==> src/hw/rtl/crs_pkg.sv <==
// Shared types and constants of the curve radius segmenter.
package crs_pkg;

  localparam int unsigned MAX_POINTS_DEF   = 65536;
  localparam int unsigned WINDOW_WIDTH_DEF = 5;

  localparam int unsigned ACC_W   = 196;
  localparam int unsigned AUX_W   = 65;
  localparam int unsigned RES_W   = 57;
  localparam int unsigned STEP_W  = 7;
  localparam int unsigned IDX_W   = 16;
  localparam int unsigned RAD_W   = 28;
  localparam int unsigned THR_W   = 25;
  localparam int unsigned SPD_W   = 16;
  localparam int unsigned COORD_W = 32;
  localparam int unsigned NOUT    = 6;
  localparam int unsigned RCNT_W  = 3;

  localparam logic [RAD_W-1:0] RAD_MASK = '1;

  typedef enum logic [1:0] {
    OP_MUL  = 2'd0,
    OP_DIV  = 2'd1,
    OP_SQRT = 2'd2
  } op_e;

  typedef enum logic [1:0] {
    REG_THRESHOLD  = 2'd0,
    REG_FLOOR      = 2'd1,
    REG_SPEED_HIGH = 2'd2,
    REG_SPEED_LOW  = 2'd3
  } reg_e;

  typedef struct packed {
    logic              start;
    op_e               op;
    logic [STEP_W-1:0] steps;
    logic              load_acc;
    logic [ACC_W-1:0]  acc_val;
    logic [ACC_W-1:0]  opnd;
    logic [AUX_W-1:0]  aux;
  } cmd_t;

endpackage

==> src/hw/rtl/crs_unit.sv <==
// Bit-serial shift-add multiply, restoring divide and square root unit.
module crs_unit (
  input  logic                        clk_i,
  input  logic                        rst_ni,
  input  crs_pkg::cmd_t               cmd_i,
  output logic                        busy_o,
  output logic [crs_pkg::ACC_W-1:0]   acc_o,
  output logic [crs_pkg::RES_W-1:0]   res_o
);

  crs_pkg::op_e                 op_q;
  logic [crs_pkg::STEP_W-1:0]   cnt_q;
  logic [crs_pkg::ACC_W-1:0]    acc_q;
  logic [crs_pkg::ACC_W-1:0]    opnd_q;
  logic [crs_pkg::AUX_W-1:0]    aux_q;
  logic [crs_pkg::RES_W-1:0]    res_q;

  logic [crs_pkg::ACC_W-1:0]    remsh;
  logic [crs_pkg::ACC_W-1:0]    trial;
  logic [crs_pkg::ACC_W-1:0]    add_x;
  logic [crs_pkg::ACC_W-1:0]    add_y;
  logic [crs_pkg::ACC_W:0]      sum;
  logic                         carry;

  assign remsh = {acc_q[crs_pkg::ACC_W-3:0], aux_q[55:54]};
  assign trial = crs_pkg::ACC_W'({res_q, 2'b01});

  // one adder; subtraction as x + ~y + 1, carry out means no borrow
  always_comb begin
    unique case (op_q)
      crs_pkg::OP_MUL: begin
        add_x = acc_q;
        add_y = opnd_q;
      end
      crs_pkg::OP_SQRT: begin
        add_x = remsh;
        add_y = ~trial;
      end
      default: begin
        add_x = acc_q;
        add_y = ~opnd_q;
      end
    endcase
  end

  assign sum   = {1'b0, add_x} + {1'b0, add_y}
               + (crs_pkg::ACC_W+1)'(op_q != crs_pkg::OP_MUL);
  assign carry = sum[crs_pkg::ACC_W];

  always_ff @(posedge clk_i or negedge rst_ni) begin
    if (!rst_ni) begin
      op_q  <= crs_pkg::OP_MUL;
      cnt_q <= '0;
    end else if (cmd_i.start) begin
      op_q  <= cmd_i.op;
      cnt_q <= cmd_i.steps;
    end else if (cnt_q != '0) begin
      cnt_q <= cnt_q - crs_pkg::STEP_W'(1);
    end
  end

  always_ff @(posedge clk_i) begin
    if (cmd_i.start) begin
      if (cmd_i.load_acc) begin
        acc_q <= cmd_i.acc_val;
      end
      opnd_q <= cmd_i.opnd;
      aux_q  <= cmd_i.aux;
      res_q  <= '0;
    end else if (cnt_q != '0) begin
      unique case (op_q)
        crs_pkg::OP_MUL: begin
          if (aux_q[0]) begin
            acc_q <= sum[crs_pkg::ACC_W-1:0];
          end
          opnd_q <= {opnd_q[crs_pkg::ACC_W-2:0], 1'b0};
          aux_q  <= {1'b0, aux_q[crs_pkg::AUX_W-1:1]};
        end
        crs_pkg::OP_SQRT: begin
          acc_q <= carry ? sum[crs_pkg::ACC_W-1:0] : remsh;
          res_q <= {res_q[crs_pkg::RES_W-2:0], carry};
          aux_q <= {aux_q[crs_pkg::AUX_W-3:0], 2'b00};
        end
        default: begin
          if (carry) begin
            acc_q <= sum[crs_pkg::ACC_W-1:0];
          end
          res_q  <= {res_q[crs_pkg::RES_W-2:0], carry};
          opnd_q <= {1'b0, opnd_q[crs_pkg::ACC_W-1:1]};
        end
      endcase
    end
  end

  assign busy_o = cnt_q != '0;
  assign acc_o  = acc_q;
  assign res_o  = res_q;

endmodule
==> config.mk <==
export PLATFORM = sky130hd
export DESIGN_NAME = crs_unit
export DESIGN_NICKNAME = d
export VERILOG_FILES = /design/src/hw/rtl/crs_pkg.sv /design/src/hw/rtl/crs_unit.sv
export SDC_FILE = /design/constraint.sdc
export NUM_CORES = 2
export LEC_CHECK = 0
export ABC_AREA = 0
export BUFFER_PORTS_ARGS = -buffer_cell sky130_fd_sc_hd__buf_2
export CORE_MARGIN = 5
export CORE_UTILIZATION = 45
export CTS_CLUSTER_SIZE = 24
export DETAILED_ROUTE_END_ITERATION = 8
export PLACE_DENSITY = 0.66
export SLEW_MARGIN = 30
export SYNTH_ARGS = -nofsm -noshare
export SYNTH_HDL_FRONTEND = slang
export SYNTH_SLANG_ARGS = --single-unit
export TNS_END_PERCENT = 20
==> constraint.sdc <==
create_clock -name clk_i -period 54 [get_ports clk_i]
set_clock_uncertainty 0.15 [all_clocks]
set_input_delay 10.8 -clock clk_i [delete_from_list [all_inputs] [get_ports clk_i]]
set_output_delay 10.8 -clock clk_i [all_outputs]
set_load 0.05 [all_outputs]
==> run_summary.xml <==
<?xml version="1.0" encoding="UTF-8"?>
<metrics>
  <group name="place">
    <metric name="detailedPlace.worstSlack" unit="ns">39.51</metric>
    <metric name="port_buffers" unit="">723</metric>
    <metric name="detailed_placer_s_ending_hpwl" unit="mm">146</metric>
    <metric name="routabilityCongestion" unit="">0.988</metric>
  </group>
  <group name="timing">
    <metric name="final.setup.worst_slack" unit="ns">40.03</metric>
    <metric name="post-route-period-util" unit="%">25.9</metric>
    <metric name="relSlewSlack" unit="%">23.5</metric>
    <metric name="timing.final.setup_violations" unit="">0</metric>
    <metric name="fin_crit" unit="ns">13.97</metric>
    <metric name="unrepaired_setup_endpoints_after_global_routing" unit="">no</metric>
    <metric name="finalHoldWorstSlack" unit="ns">0.335</metric>
    <metric name="final_count_of_pins_violating_max_slew" unit="">0</metric>
    <metric name="finalHoldViolCount" unit="">0</metric>
    <metric name="achievable-frequency" unit="GHz">0.0716</metric>
    <metric name="setup_total_negative_slack" unit="ns">0</metric>
    <metric name="timing_worst_slew_pin_value" unit="ns">1.14</metric>
  </group>
  <group name="critical_path">
    <metric name="critical_path.max_stage_delay" unit="ns">0.82</metric>
    <metric name="critical_path_cell_count" unit="">6</metric>
    <metric name="worst-setup-path-type" unit="">in2reg</metric>
    <metric name="worst_r2r_end" unit="">acc_o[182]</metric>
    <metric name="critPathArrivalTime" unit="ns">14.09</metric>
    <metric name="worst-path-max-fanout" unit="">98</metric>
    <metric name="required" unit="ns">54.12</metric>
    <metric name="critical_path.reg2reg.startpoint" unit="">op_q[0]</metric>
    <metric name="slowest_stage_cell_cp" unit="">sky130_fd_sc_hd__buf_4</metric>
    <metric name="timing.reg2reg.worst_path_depth" unit="">23</metric>
    <metric name="critical_path_buf_inv_count" unit="">4</metric>
    <metric name="rrSetupSlack" unit="ns">44.90</metric>
    <metric name="critical_path.most_common_cell" unit="">sky130_fd_sc_hd__buf_4</metric>
    <metric name="path_cells" unit="">buf_8 -&gt; buf_4 -&gt; nand2_1 -&gt; o21ai_4 -&gt; buf_4 -&gt; buf_4</metric>
    <metric name="setup_crit_end_kind" unit="">register</metric>
    <metric name="worstSetupStartpointType" unit="">input pin</metric>
    <metric name="crit_family" unit="">buffers and inverters</metric>
  </group>
  <group name="detailed_routing">
    <metric name="detail_route.wl_per_cell" unit="um">24.1</metric>
    <metric name="via_count" unit="">46600</metric>
    <metric name="initialDrtViolationCount" unit="">4640</metric>
    <metric name="route.antenna.remaining_nets" unit="">0</metric>
    <metric name="dr_vias_cell" unit="">6.03</metric>
    <metric name="wirelength_routed" unit="mm">186</metric>
    <metric name="drc_errors" unit="">0</metric>
    <metric name="drt_pre_antenna_iters" unit="">6</metric>
  </group>
  <group name="finish">
    <metric name="areaGrowthSynthToFinish" unit="%">14.7</metric>
    <metric name="multiInputGateArea" unit="um2">27800</metric>
    <metric name="final_core_util" unit="%">52.0</metric>
    <metric name="final_net_count" unit="">7041</metric>
    <metric name="sequential_cell_area" unit="um2">15100</metric>
    <metric name="drive_gt1_share" unit="%">14.7</metric>
    <metric name="num-fill-cells" unit="">9755</metric>
  </group>
  <group name="floorplan">
    <metric name="die_outline_area" unit="um2">106000</metric>
    <metric name="design.portCount" unit="">724</metric>
    <metric name="row_count" unit="">115</metric>
    <metric name="chipHeight" unit="um">325</metric>
    <metric name="coreArea" unit="um2">98600</metric>
    <metric name="floorplan.initialDensity" unit="%">45.4</metric>
    <metric name="die_w" unit="um">325</metric>
  </group>
  <group name="cts">
    <metric name="root_buffer_cell" unit="">sky130_fd_sc_hd__clkbuf_16</metric>
    <metric name="ctsHoldBuffers" unit="">0</metric>
    <metric name="tritoncts" unit="">done</metric>
    <metric name="post_cts_buffers" unit="">0</metric>
    <metric name="htree_num_levels" unit="">3</metric>
    <metric name="path_clk_slew" unit="ns">0.06</metric>
    <metric name="numCtsBuffers" unit="">67</metric>
    <metric name="worstSkewPairLatency" unit="ns">0.66</metric>
    <metric name="ctsLongestPathBuffers" unit="">3</metric>
    <metric name="cts_num_sinks" unit="">523</metric>
    <metric name="cts_resized" unit="">0</metric>
  </group>
  <group name="synthesis">
    <metric name="synthCells" unit="">5923</metric>
    <metric name="part_of_the_yosys_area_used_for_sequential_elements" unit="%">33.8</metric>
    <metric name="ys_warn_count" unit="">0</metric>
    <metric name="netlist_cell_types" unit="">89</metric>
    <metric name="synth_async_sr_flop_share" unit="%">1.72</metric>
    <metric name="synth_top_flop_cell" unit="">sky130_fd_sc_hd__edfxtp_1</metric>
    <metric name="post_synth_instance_area" unit="um2">44700</metric>
    <metric name="ys_ff_latch" unit="">523</metric>
    <metric name="post_syn_nets" unit="">6592</metric>
    <metric name="number_of_enable_flip_flop_cells_after_synthesis" unit="">457</metric>
    <metric name="synth.avg_cell_area" unit="um2">7.55</metric>
  </group>
  <group name="global_route">
    <metric name="grt_first_pass_wirelength" unit="mm">279</metric>
    <metric name="globalRouteOverflowTotal" unit="">0</metric>
    <metric name="tot_gr_track_use" unit="%">33.4</metric>
    <metric name="grt_start_max_net_pins" unit="">145</metric>
    <metric name="grt_pass1_vias" unit="">44700</metric>
    <metric name="antenna_found_initial" unit="">27</metric>
  </group>
  <group name="worst_hold_path">
    <metric name="timing.hold.worst_path_depth" unit="">2</metric>
    <metric name="holdPathEnd" unit="">res_o[56]</metric>
    <metric name="min-delay-path-class" unit="">reg2reg</metric>
    <metric name="holdCritStartpoint" unit="">res_o[56]</metric>
  </group>
  <group name="pwr">
    <metric name="power.density_cell_area" unit="nW/um2">56.4</metric>
    <metric name="power.leakage" unit="nW">21.6</metric>
    <metric name="power.ir.vdd_worst" unit="mV">0.0307</metric>
  </group>
  <group name="job">
    <metric name="cap_violations" unit="">0</metric>
  </group>
  <group name="run_status">
    <metric name="outcome" unit="">finished clean</metric>
  </group>
</metrics>
[where the power goes]
part	total (mW)	leakage, nW	switching [mW]	internal [mW]
Combinational	1.74	15.3	1.19	0.551
Clock	0.468	1.06	0.199	0.270
Sequential	0.684	5.24	0.117	0.567
[per-layer routing]
| metal | vias to the layer above | part of all wire [%] | routed length (um) | GRT usage, % |
|---|---|---|---|---|
| met4 | 8 | 3.2 | 5890 | 9.95 |
| met1 | 22300 | 42 | 78000 | 44.0 |
| met3 | 300 | 7.4 | 13800 | 5.73 |
| li1 | 22100 | - | - | - |
| met2 | 1927 | 48 | 88600 | 56.4 |
| met5 | - | 0.028 | 52 | 0 |
[state kept, by name (all words and copies together), names as in the netlist]
register / flops
acc_o: 196
aux_q: 65
cnt_q: 7
res_o: 57
op_q: 2
opnd_q: 196
[layout make-up]
type | instances | area share [%]
clock buffers | 93 | 3.64
diodes | 18 | 0.0879
clock inverters | 28 | 0.718
flip-flops and latches | 523 | 29.5
well taps | 1287 | 3.14
multi-input cells | 4896 | 54.2
inverters | 112 | 0.835
repair buffers | 772 | 7.96
[layout by cell type (no fill, tap or decap), drive strengths merged, types with 9 or more instances in the layout]
cell type / synthesis / final
a211oi: 22 / 22
and2: 11 / 11
a21oi: 657 / 657
o21bai: 54 / 54
nor3: 55 / 55
o31ai: 22 / 22
nand2: 1521 / 1521
buf: 104 / 772
a31oi: 122 / 122
inv: 112 / 118
a221o: 18 / 18
o211ai: 16 / 16
clkbuf: 288 / 93
diode: 0 / 18
a21o: 80 / 80
or3: 29 / 29
nor2: 554 / 554
a2bb2oi: 37 / 37
edfxtp: 457 / 457
o21ai: 548 / 548
mux2i: 324 / 324
a221oi: 9 / 9
dfrtp: 9 / 9
clkinv: 0 / 9
or2: 18 / 18
o21a: 38 / 38
ha: 198 / 198
nand4: 113 / 113
dfxtp: 57 / 57
xor2: 71 / 71
a21boi: 27 / 27
nand3: 45 / 45
xnor2: 108 / 108
and3: 25 / 25
nor4: 36 / 36
nand2b: 13 / 13
[metrics by stage]
step           total power, mW  cell area, um2  std cells
2_1_floorplan             1.87           44700       5923
3_3_place_gp              2.39           48900       7588
3_5_place_dp              2.39           48900       7590
4_1_cts                   2.87           51200       7711
5_1_grt                   3.05           51200       7723
6_report                  2.89           51300       7729
[Yosys cell counts, drive strengths merged, types with 6 or more instances]
cell,count,area share (%)
nor3,55,0.62
nor2,554,4.7
a221o,18,0.40
xor2,71,1.4
and3,25,0.35
a21boi,27,0.45
a2111oi,7,0.18
ha,198,5.5
o31a,6,0.12
buf,104,1.1
dfxtp,57,2.6
nor2b,7,0.098
and2,11,0.15
o21bai,54,0.91
o221ai,6,0.12
edfxtp,457,31
nand3,45,0.50
nor4,36,0.55
clkbuf,288,2.4
a21o,80,1.3
and4,7,0.14
a2bb2oi,37,0.72
xnor2,108,2.1
mux2i,324,7.3
o211ai,16,0.28
nand4,113,1.6
or3,29,0.42
o21ai,548,6.1
o31ai,22,0.37
nand2,1521,13
a31oi,122,1.7
o2bb2ai,8,0.16
nand2b,13,0.18
inv,112,0.94
o21a,38,0.64
or4,7,0.13
a21oi,657,7.4
or2,18,0.25
dfrtp,9,0.50
a221oi,9,0.18
a211oi,22,0.38
o22ai,6,0.084
[logic make-up after synthesis]
logic type	Yosys count	share of synthesized area, %
AND/OR/NAND/NOR	2455	22.7
AO/OA/AOI/OAI	1735	22.7
flip-flops	523	33.8
buffers and inverters	504	4.42
multiplexers	328	7.36
adder cells (fa/ha/maj)	199	5.59
XOR/XNOR	179	3.51
[worst min-delay path, delay by kind of cell, from the launching register on]
| kind | cells | cell delay (ns) |
|---|---|---|
| flops | 1 | 0.32 |
| simple gates | 1 | 0.06 |
| compound gates | 1 | 0.06 |
[worst max-delay path by stage]
stage               start  slack (ns)          to
3_5_place_dp   cmd_i[467]       39.51  acc_o[109]
6_report       cmd_i[467]       40.03  acc_o[113]
2_1_floorplan  cmd_i[467]       27.55    acc_o[0]
3_3_place_gp   cmd_i[467]       39.26  acc_o[109]
4_1_cts        cmd_i[467]       40.18  acc_o[111]
5_1_grt        cmd_i[467]       39.87  acc_o[109]
Power figures use the tool's default switching activity.
